**src/mtep_pkg.sv**
```systemverilog
// mtep_pkg: shared types and codes for the midi track event parser
// no dependencies; used by the parser, the output buffer, the top level and the checker

package mtep_pkg;

   localparam logic [1:0] ERR_NONE   = 2'd0;
   localparam logic [1:0] ERR_STATUS = 2'd1;
   localparam logic [1:0] ERR_LONG   = 2'd2;

   typedef struct packed {
      logic [31:0] delta_ticks;
      logic [7:0]  status_byte;
      logic [7:0]  data_one;
      logic [7:0]  data_two;
      logic [1:0]  parse_error;
   } mtep_result_type;

endpackage

```
**src/mtep_parser.sv**
```systemverilog
// mtep_parser: track byte state machine, delta and meta length reader, time sum
// depends on mtep_pkg

module mtep_parser (
   input  logic                     clock,
   input  logic                     reset,
   input  logic                     accept,
   input  logic [7:0]               track_byte,
   output logic                     result_valid,
   output mtep_pkg::mtep_result_type result
);
   import mtep_pkg::*;

   localparam logic [2:0] PH_DELTA     = 3'd0;
   localparam logic [2:0] PH_STATUS    = 3'd1;
   localparam logic [2:0] PH_META_TYPE = 3'd2;
   localparam logic [2:0] PH_META_LEN  = 3'd3;
   localparam logic [2:0] PH_META_SKIP = 3'd4;
   localparam logic [2:0] PH_P1_OF_TWO = 3'd5;
   localparam logic [2:0] PH_P2        = 3'd6;
   localparam logic [2:0] PH_P1_ONLY   = 3'd7;

   localparam logic [7:0] META_STATUS = 8'hff;
   localparam logic [3:0] HI_NOTE_OFF = 4'h8;
   localparam logic [3:0] HI_NOTE_ON  = 4'h9;
   localparam logic [3:0] HI_POLY_AT  = 4'ha;
   localparam logic [3:0] HI_CONTROL  = 4'hb;
   localparam logic [3:0] HI_PROGRAM  = 4'hc;
   localparam logic [3:0] HI_CHAN_AT  = 4'hd;
   localparam logic [3:0] HI_BEND     = 4'he;
   localparam logic [1:0] VLV_LAST    = 2'd3;

   logic [2:0]  phase_ff, phase_in;
   logic [27:0] vlv_accum_ff, vlv_accum_in;
   logic [1:0]  vlv_count_ff, vlv_count_in;
   logic [31:0] time_accum_ff, time_accum_in;
   logic [7:0]  running_status_ff, running_status_in;
   logic [27:0] meta_remaining_ff, meta_remaining_in;
   logic [7:0]  held_first_param_ff, held_first_param_in;

   logic        is_data;
   logic [27:0] vlv_shift;
   logic [32:0] time_sum;
   logic [31:0] time_sat;
   logic [27:0] meta_dec;
   logic [7:0]  cmd;
   logic        emit;

   assign is_data   = ~track_byte[7];
   assign vlv_shift = {vlv_accum_ff[20:0], track_byte[6:0]};
   assign time_sum  = {1'b0, time_accum_ff} + {5'b0, vlv_shift};
   assign time_sat  = time_sum[32] ? 32'hffff_ffff : time_sum[31:0];
   assign meta_dec  = meta_remaining_ff - {27'b0, (meta_remaining_ff != 28'd0)};
   assign cmd       = is_data ? running_status_ff : track_byte;

   always_comb begin
      phase_in            = phase_ff;
      vlv_accum_in        = vlv_accum_ff;
      vlv_count_in        = vlv_count_ff;
      time_accum_in       = time_accum_ff;
      running_status_in   = running_status_ff;
      meta_remaining_in   = meta_remaining_ff;
      held_first_param_in = held_first_param_ff;
      emit                = 1'b0;
      result.delta_ticks  = time_accum_ff;
      result.status_byte  = 8'd0;
      result.data_one     = 8'd0;
      result.data_two     = 8'd0;
      result.parse_error  = ERR_NONE;

      case (phase_ff)
         PH_DELTA, PH_META_LEN: begin
            if (is_data) begin
               vlv_accum_in = 28'd0;
               vlv_count_in = 2'd0;
               if (phase_ff == PH_DELTA) begin
                  time_accum_in = time_sat;
                  phase_in      = PH_STATUS;
               end else begin
                  meta_remaining_in = vlv_shift;
                  phase_in = (vlv_shift == 28'd0) ? PH_DELTA : PH_META_SKIP;
               end
            end else if (vlv_count_ff == VLV_LAST) begin
               emit               = 1'b1;
               result.parse_error = ERR_LONG;
            end else begin
               vlv_accum_in = vlv_shift;
               vlv_count_in = vlv_count_ff + 2'd1;
            end
         end
         PH_STATUS: begin
            if (!is_data) running_status_in = track_byte;
            if (cmd == META_STATUS) begin
               vlv_accum_in = 28'd0;
               vlv_count_in = 2'd0;
               phase_in     = is_data ? PH_META_LEN : PH_META_TYPE;
            end else begin
               case (cmd[7:4])
                  HI_NOTE_OFF, HI_NOTE_ON, HI_POLY_AT, HI_CONTROL, HI_BEND: begin
                     if (is_data) begin
                        held_first_param_in = track_byte;
                        phase_in            = PH_P2;
                     end else begin
                        phase_in = PH_P1_OF_TWO;
                     end
                  end
                  HI_PROGRAM, HI_CHAN_AT: begin
                     if (is_data) begin
                        emit               = 1'b1;
                        result.status_byte = cmd;
                        result.data_one    = track_byte;
                     end else begin
                        phase_in = PH_P1_ONLY;
                     end
                  end
                  default: begin
                     running_status_in  = 8'd0;
                     emit               = 1'b1;
                     result.status_byte = cmd;
                     result.parse_error = ERR_STATUS;
                  end
               endcase
            end
         end
         PH_META_TYPE: begin
            vlv_accum_in = 28'd0;
            vlv_count_in = 2'd0;
            phase_in     = PH_META_LEN;
         end
         PH_META_SKIP: begin
            meta_remaining_in = meta_dec;
            if (meta_dec == 28'd0) phase_in = PH_DELTA;
         end
         PH_P1_OF_TWO: begin
            held_first_param_in = track_byte;
            phase_in            = PH_P2;
         end
         PH_P2: begin
            emit               = 1'b1;
            result.status_byte = running_status_ff;
            result.data_one    = held_first_param_ff;
            result.data_two    = track_byte;
         end
         default: begin
            emit               = 1'b1;
            result.status_byte = running_status_ff;
            result.data_one    = track_byte;
         end
      endcase

      // any result restarts the time sum and returns to a delta
      if (emit) begin
         time_accum_in = 32'd0;
         vlv_accum_in  = 28'd0;
         vlv_count_in  = 2'd0;
         phase_in      = PH_DELTA;
      end
   end

   assign result_valid = accept & emit;

   always_ff @(posedge clock) begin
      if (reset) begin
         phase_ff            <= PH_DELTA;
         vlv_accum_ff        <= 28'd0;
         vlv_count_ff        <= 2'd0;
         time_accum_ff       <= 32'd0;
         running_status_ff   <= 8'd0;
         meta_remaining_ff   <= 28'd0;
         held_first_param_ff <= 8'd0;
      end else if (accept) begin
         phase_ff            <= phase_in;
         vlv_accum_ff        <= vlv_accum_in;
         vlv_count_ff        <= vlv_count_in;
         time_accum_ff       <= time_accum_in;
         running_status_ff   <= running_status_in;
         meta_remaining_ff   <= meta_remaining_in;
         held_first_param_ff <= held_first_param_in;
      end
   end

endmodule

```
**src/mtep_out_buf.sv**
```systemverilog
// mtep_out_buf: result register plus skid entry, so the input keeps flowing
// depends on mtep_pkg

module mtep_out_buf (
   input  logic                      clock,
   input  logic                      reset,
   input  logic                      push,
   input  mtep_pkg::mtep_result_type push_data,
   output logic                      push_ready,
   output logic                      out_valid,
   input  logic                      out_ready,
   output mtep_pkg::mtep_result_type out_data
);
   import mtep_pkg::*;

   logic            out_valid_ff;
   logic            skid_valid_ff;
   mtep_result_type out_data_ff;
   mtep_result_type skid_data_ff;
   logic            pop;

   assign pop        = out_valid_ff & out_ready;
   assign push_ready = ~skid_valid_ff;
   assign out_valid  = out_valid_ff;
   assign out_data   = out_data_ff;

   always_ff @(posedge clock) begin
      if (reset) begin
         out_valid_ff  <= 1'b0;
         skid_valid_ff <= 1'b0;
      end else if (skid_valid_ff) begin
         if (pop) begin
            out_data_ff   <= skid_data_ff;
            skid_valid_ff <= 1'b0;
         end
      end else if (!out_valid_ff || pop) begin
         out_valid_ff <= push;
         if (push) out_data_ff <= push_data;
      end else if (push) begin
         skid_valid_ff <= 1'b1;
         skid_data_ff  <= push_data;
      end
   end

endmodule

```
**src/midi_track_event_parser_core.sv**
```systemverilog
// midi track event parser: one track byte per transaction, one result per channel message or error
// output: a result is registered in the output buffer, or in its skid entry, before it shows on rsp_valid
// throughput: one byte per cycle; the only stall comes from the two-entry output buffer
// filling while rsp_ready is low
// reset: synchronous, active high; clears parser state and empties the output buffer
// depends on mtep_pkg, mtep_parser, mtep_out_buf

module midi_track_event_parser_core (
   input  logic        clock,
   input  logic        reset,
   // byte input channel
   input  logic        req_valid,
   output logic        req_ready,
   input  logic [7:0]  req_track_byte,
   // result channel
   output logic        rsp_valid,
   input  logic        rsp_ready,
   output logic [31:0] rsp_delta_ticks,
   output logic [7:0]  rsp_status_byte,
   output logic [7:0]  rsp_data_one,
   output logic [7:0]  rsp_data_two,
   output logic [1:0]  rsp_parse_error
);
   import mtep_pkg::*;

   logic            req_accept;
   logic            result_valid;
   mtep_result_type result;
   mtep_result_type rsp_data;

   // a byte is taken whenever the skid entry is free
   assign req_accept = req_valid & req_ready;

   // whole per-byte update happens in one pass of the parser
   mtep_parser u_parser (
      .clock        (clock),
      .reset        (reset),
      .accept       (req_accept),
      .track_byte   (req_track_byte),
      .result_valid (result_valid),
      .result       (result)
   );

   // result register with skid, ready is registered
   mtep_out_buf u_out_buf (
      .clock      (clock),
      .reset      (reset),
      .push       (result_valid),
      .push_data  (result),
      .push_ready (req_ready),
      .out_valid  (rsp_valid),
      .out_ready  (rsp_ready),
      .out_data   (rsp_data)
   );

   // unpack the result transaction onto its ports
   assign rsp_delta_ticks = rsp_data.delta_ticks;
   assign rsp_status_byte = rsp_data.status_byte;
   assign rsp_data_one    = rsp_data.data_one;
   assign rsp_data_two    = rsp_data.data_two;
   assign rsp_parse_error = rsp_data.parse_error;

endmodule

```
**config.mk**
```make
export PLATFORM = sky130hd
export DESIGN_NAME = midi_track_event_parser_core
export DESIGN_NICKNAME = d
export VERILOG_FILES = /design/src/mtep_pkg.sv /design/src/mtep_parser.sv /design/src/mtep_out_buf.sv /design/src/midi_track_event_parser_core.sv
export SDC_FILE = /design/constraint.sdc
export NUM_CORES = 1
export LEC_CHECK = 0
export BUFFER_PORTS_ARGS = -buffer_cell sky130_fd_sc_hd__buf_2
export CAP_MARGIN = 20
export CORE_ASPECT_RATIO = 1.75
export CORE_MARGIN = 2
export CORE_UTILIZATION = 30
export DETAILED_ROUTE_END_ITERATION = 8
export PLACE_DENSITY = 0.49
export SKIP_CTS_REPAIR_TIMING = 1
export SLEW_MARGIN = 5
export SYNTH_ARGS = -nofsm -noshare
export SYNTH_HDL_FRONTEND = slang
export SYNTH_SLANG_ARGS = --single-unit
```
**constraint.sdc**
```tcl
create_clock -name clock -period 13.6 [get_ports clock]
set_clock_uncertainty 0.2 [all_clocks]
set_input_delay 4.08 -clock clock [delete_from_list [all_inputs] [get_ports clock]]
set_output_delay 4.08 -clock clock [all_outputs]
set_load 0.02 [all_outputs]
```
==> flow_metrics.env <==
export IMPL_finalCritPeriodShare_pct=52.63
export IMPL_critPathCaptureType="flip-flop"
export IMPL_hold_viol_final=0
export IMPL_yosys_cell_types_count=92
export IMPL_syn_area_mm2=0.01146
export IMPL_antenna_found_initial=0
export IMPL_yosysWarnings=0
export IMPL_final_layout_size_suffix_gt1_share_pct=19.27
export IMPL_cts_buffers=21
export IMPL_dp_cells=1624
export IMPL_nets=1213
export IMPL_yosys_top_cells_count="nand2_1 (130), edfxtp_1 (116), dfxtp_1 (104)"
export IMPL_cts_max_level=1
export IMPL_slowest_delay_ns=0.71
export IMPL_status="complete, no violations"
export IMPL_core_area_mm2=0.03764
export IMPL_cp_max_fo=47
export IMPL_reg2reg_setup_slack_ns=9.50
export IMPL_finalNonFillerCells=1663
export IMPL_switching_share_pct=25.83
export IMPL_required_ns=13.54
export IMPL_cts_max_path_buffers=3
export IMPL_synth_edf_count=116
export IMPL_dr_pass1_iters=4
export IMPL_drt_wirelength_per_cell_um=19.17
export IMPL_synth_cells=1134
export IMPL_start_util_pct=30.46
export IMPL_grt_pass1_wl_um=50460
export IMPL_ys_seq_area_share_pct=48.55
export IMPL_max_freq_mhz=139.7
export IMPL_async_flop_share_pct=0
export IMPL_path_clk_slew_ns=0.07
export IMPL_reg2regPathDepth=13
export IMPL_cts_tree="done"
export IMPL_hp_class="flip-flop to flip-flop"
export IMPL_power_density_mw_per_mm2=114.1
export IMPL_first_iter_violations=493
export IMPL_cap_violations=0
export IMPL_rows=94
export IMPL_gp_congestion=0.8877
export IMPL_die_w_um=151.8
export IMPL_dieHeight_um=262.6
export IMPL_p_switching_uw=379.8
export IMPL_worstSetupPathType="input pin to flip-flop"
export IMPL_finalSetupViolCount=0
export IMPL_grt_pass1_vias=8763
export IMPL_drc=0
export IMPL_cts_root_buffer="clkbuf_16"
export IMPL_finalSetupTns_ns=0
export IMPL_portBuffers=71
export IMPL_area_growth_pct=12.39
export IMPL_vias_per_cell=5.284
export IMPL_antennaDiodeCount=0
export IMPL_ys_top_cells_by_area="edfxtp_1 (30%), dfxtp_1 (18%), mux2_2 (5.2%)"
export IMPL_wl_um=31880
export IMPL_rsz0062_at_grt="false"
export IMPL_combPwrFrac_pct=10.5
export IMPL_die_area_mm2=0.03985
export IMPL_worstPathCellList="buf_2, nand3b_1, a211oi_2, o221ai_4, a31o_2, nor4b_4, buf_4"
export IMPL_p_leak_uw=0.004645
export IMPL_synth_ff_latch_count=220
export IMPL_worstMarginPinSlew_ns=1.090
export IMPL_grt_start_max_net_pins=59
export IMPL_slew_headroom_pct=27.24
export IMPL_p_seq_share_pct=49.3
export IMPL_io_pins=72
export IMPL_synth_area_leader_cell="edfxtp_1"
export IMPL_ant_nets=0
export IMPL_crit_slowest_cell="nor4b_4"
export IMPL_syn_num_nets=1178
export IMPL_worstPathArrival_ns=7.10
export IMPL_clock_sinks=220
export IMPL_irDropWorstVdd_v=0.00006823
export IMPL_clkPwrFrac_pct=40.2
export IMPL_synth_top_area_share_pct=30.39
export IMPL_synth_main_ff_cell="edfxtp_1"
export IMPL_crit_path_start_kind="input pin"
export IMPL_vias=8788
export IMPL_insertion_delay_ns=0.51
export IMPL_syn_avg_cell_area_um2=10.11
export IMPL_grt_use_total_pct=16.02
export IMPL_slew_violations=0
export IMPL_gr_total_overflow=0
export IMPL_yosysMostFrequentCell="nand2_1"
export IMPL_hpwl_um=23050
export IMPL_intPower_uw=1090
export IMPL_hold_depth=2
export IMPL_min_period_ns=7.157
==> flip-flops by register name (all words and copies together), names as in the netlist <==
name                          flops
u_parser.running_status_ff        8
u_parser.time_accum_ff           32
u_parser.held_first_param_ff      8
u_parser.meta_remaining_ff       28
u_parser.vlv_accum_ff            21
u_out_buf.skid_data_ff           58
u_out_buf.out_data               58
u_out_buf.skid_valid_ff           1
u_parser.vlv_count_ff             2
u_parser.phase_ff                 3
u_out_buf.out_valid               1
==> cells in the final DEF (no fill, tap or decap), types with 10 or more instances in the layout <==
cell type | synthesis | routed
ha_1 | 31 | 31
a22o_1 | 13 | 13
nand4_1 | 13 | 13
nor2_1 | 71 | 71
a211oi_1 | 18 | 18
dfxtp_1 | 104 | 103
o21ai_1 | 21 | 20
buf_2 | 23 | 71
edfxtp_1 | 116 | 116
nand2_1 | 130 | 130
mux2_2 | 53 | 53
nor3_1 | 27 | 27
buf_4 | 6 | 11
o21ai_0 | 55 | 55
xnor2_1 | 26 | 26
nand3_1 | 43 | 43
mux2i_1 | 12 | 12
and2_1 | 14 | 14
inv_1 | 22 | 22
nor4_1 | 11 | 11
a21oi_1 | 100 | 100
a22oi_1 | 10 | 10
clkbuf_16 | 0 | 21
==> critical path: cells and delay by family <==
family                 cells  cell delay [ns]
AND/OR/NAND/NOR            2             1.01
buffers and inverters      2             0.85
AO/OA/AOI/OAI              3             1.09
==> metrics by stage <==
step	utilization [%]	area [um2]	hold WS [ns]	worst slack, ns	power [uW]
5_1_grt	34.23	12880	0.2912	6.224	1525
6_report	34.23	12880	0.2518	6.443	1470
4_1_cts	34.17	12860	0.2533	6.426	1489
3_3_place_gp	32.37	12180	0.2433	5.938	891.9
3_5_place_dp	32.37	12180	0.2436	5.879	892.5
2_1_floorplan	-	11460	0.2313	4.327	846.0
==> cells by family after synthesis <==
group | share of synthesized area, %
compound gates | 17.28
xor+xnor | 2.445
fa+ha+maj | 3.559
buf+inv | 3.788
flops | 48.55
mux | 6.386
simple gates | 17.99
==> area by class of cell <==
class	instances	area, um2
fillers	3868	24750
flip-flops and latches	220	5567
multi-input cells	817	5487
well taps	480	600.6
clock buffers	23	543.0
repair buffers	83	452.9
clock inverters	14	135.1
inverters	26	97.59
==> power groups by stage <==
| stage | registers (uW) | logic [uW] | clock network (uW) |
|---|---|---|---|
| detailed placement | 740 | 153 | 0 |
| finish | 725 | 154 | 591 |
| global placement | 739 | 152 | 0 |
| global route | 726 | 168 | 630 |
| floorplan | 735 | 111 | 0 |
| CTS | 725 | 154 | 611 |
==> layer usage <==
layer | vias up | GRT usage (%) | part of all wire (%)
li1 | 4275 | - | -
met1 | 4288 | 18.48 | 40
met2 | 161 | 29.36 | 53
met3 | 64 | 1.372 | 2.8
met4 | 0 | 7.182 | 4.5
met5 | - | 0 | 0
==> path summary, 6_finish.rpt <==
path,start,end
hold / removal,u_parser.held_first_param_ff[7],u_parser.held_first_param_ff[7]
hold reg to reg,u_parser.held_first_param_ff[7],u_parser.held_first_param_ff[7]
setup reg to reg,u_parser.meta_remaining_ff[16],u_parser.phase_ff[2]
setup / recovery,req_track_byte[7],u_out_buf.skid_data_ff[41]
Note: power is estimated with default switching activity, not from simulation.
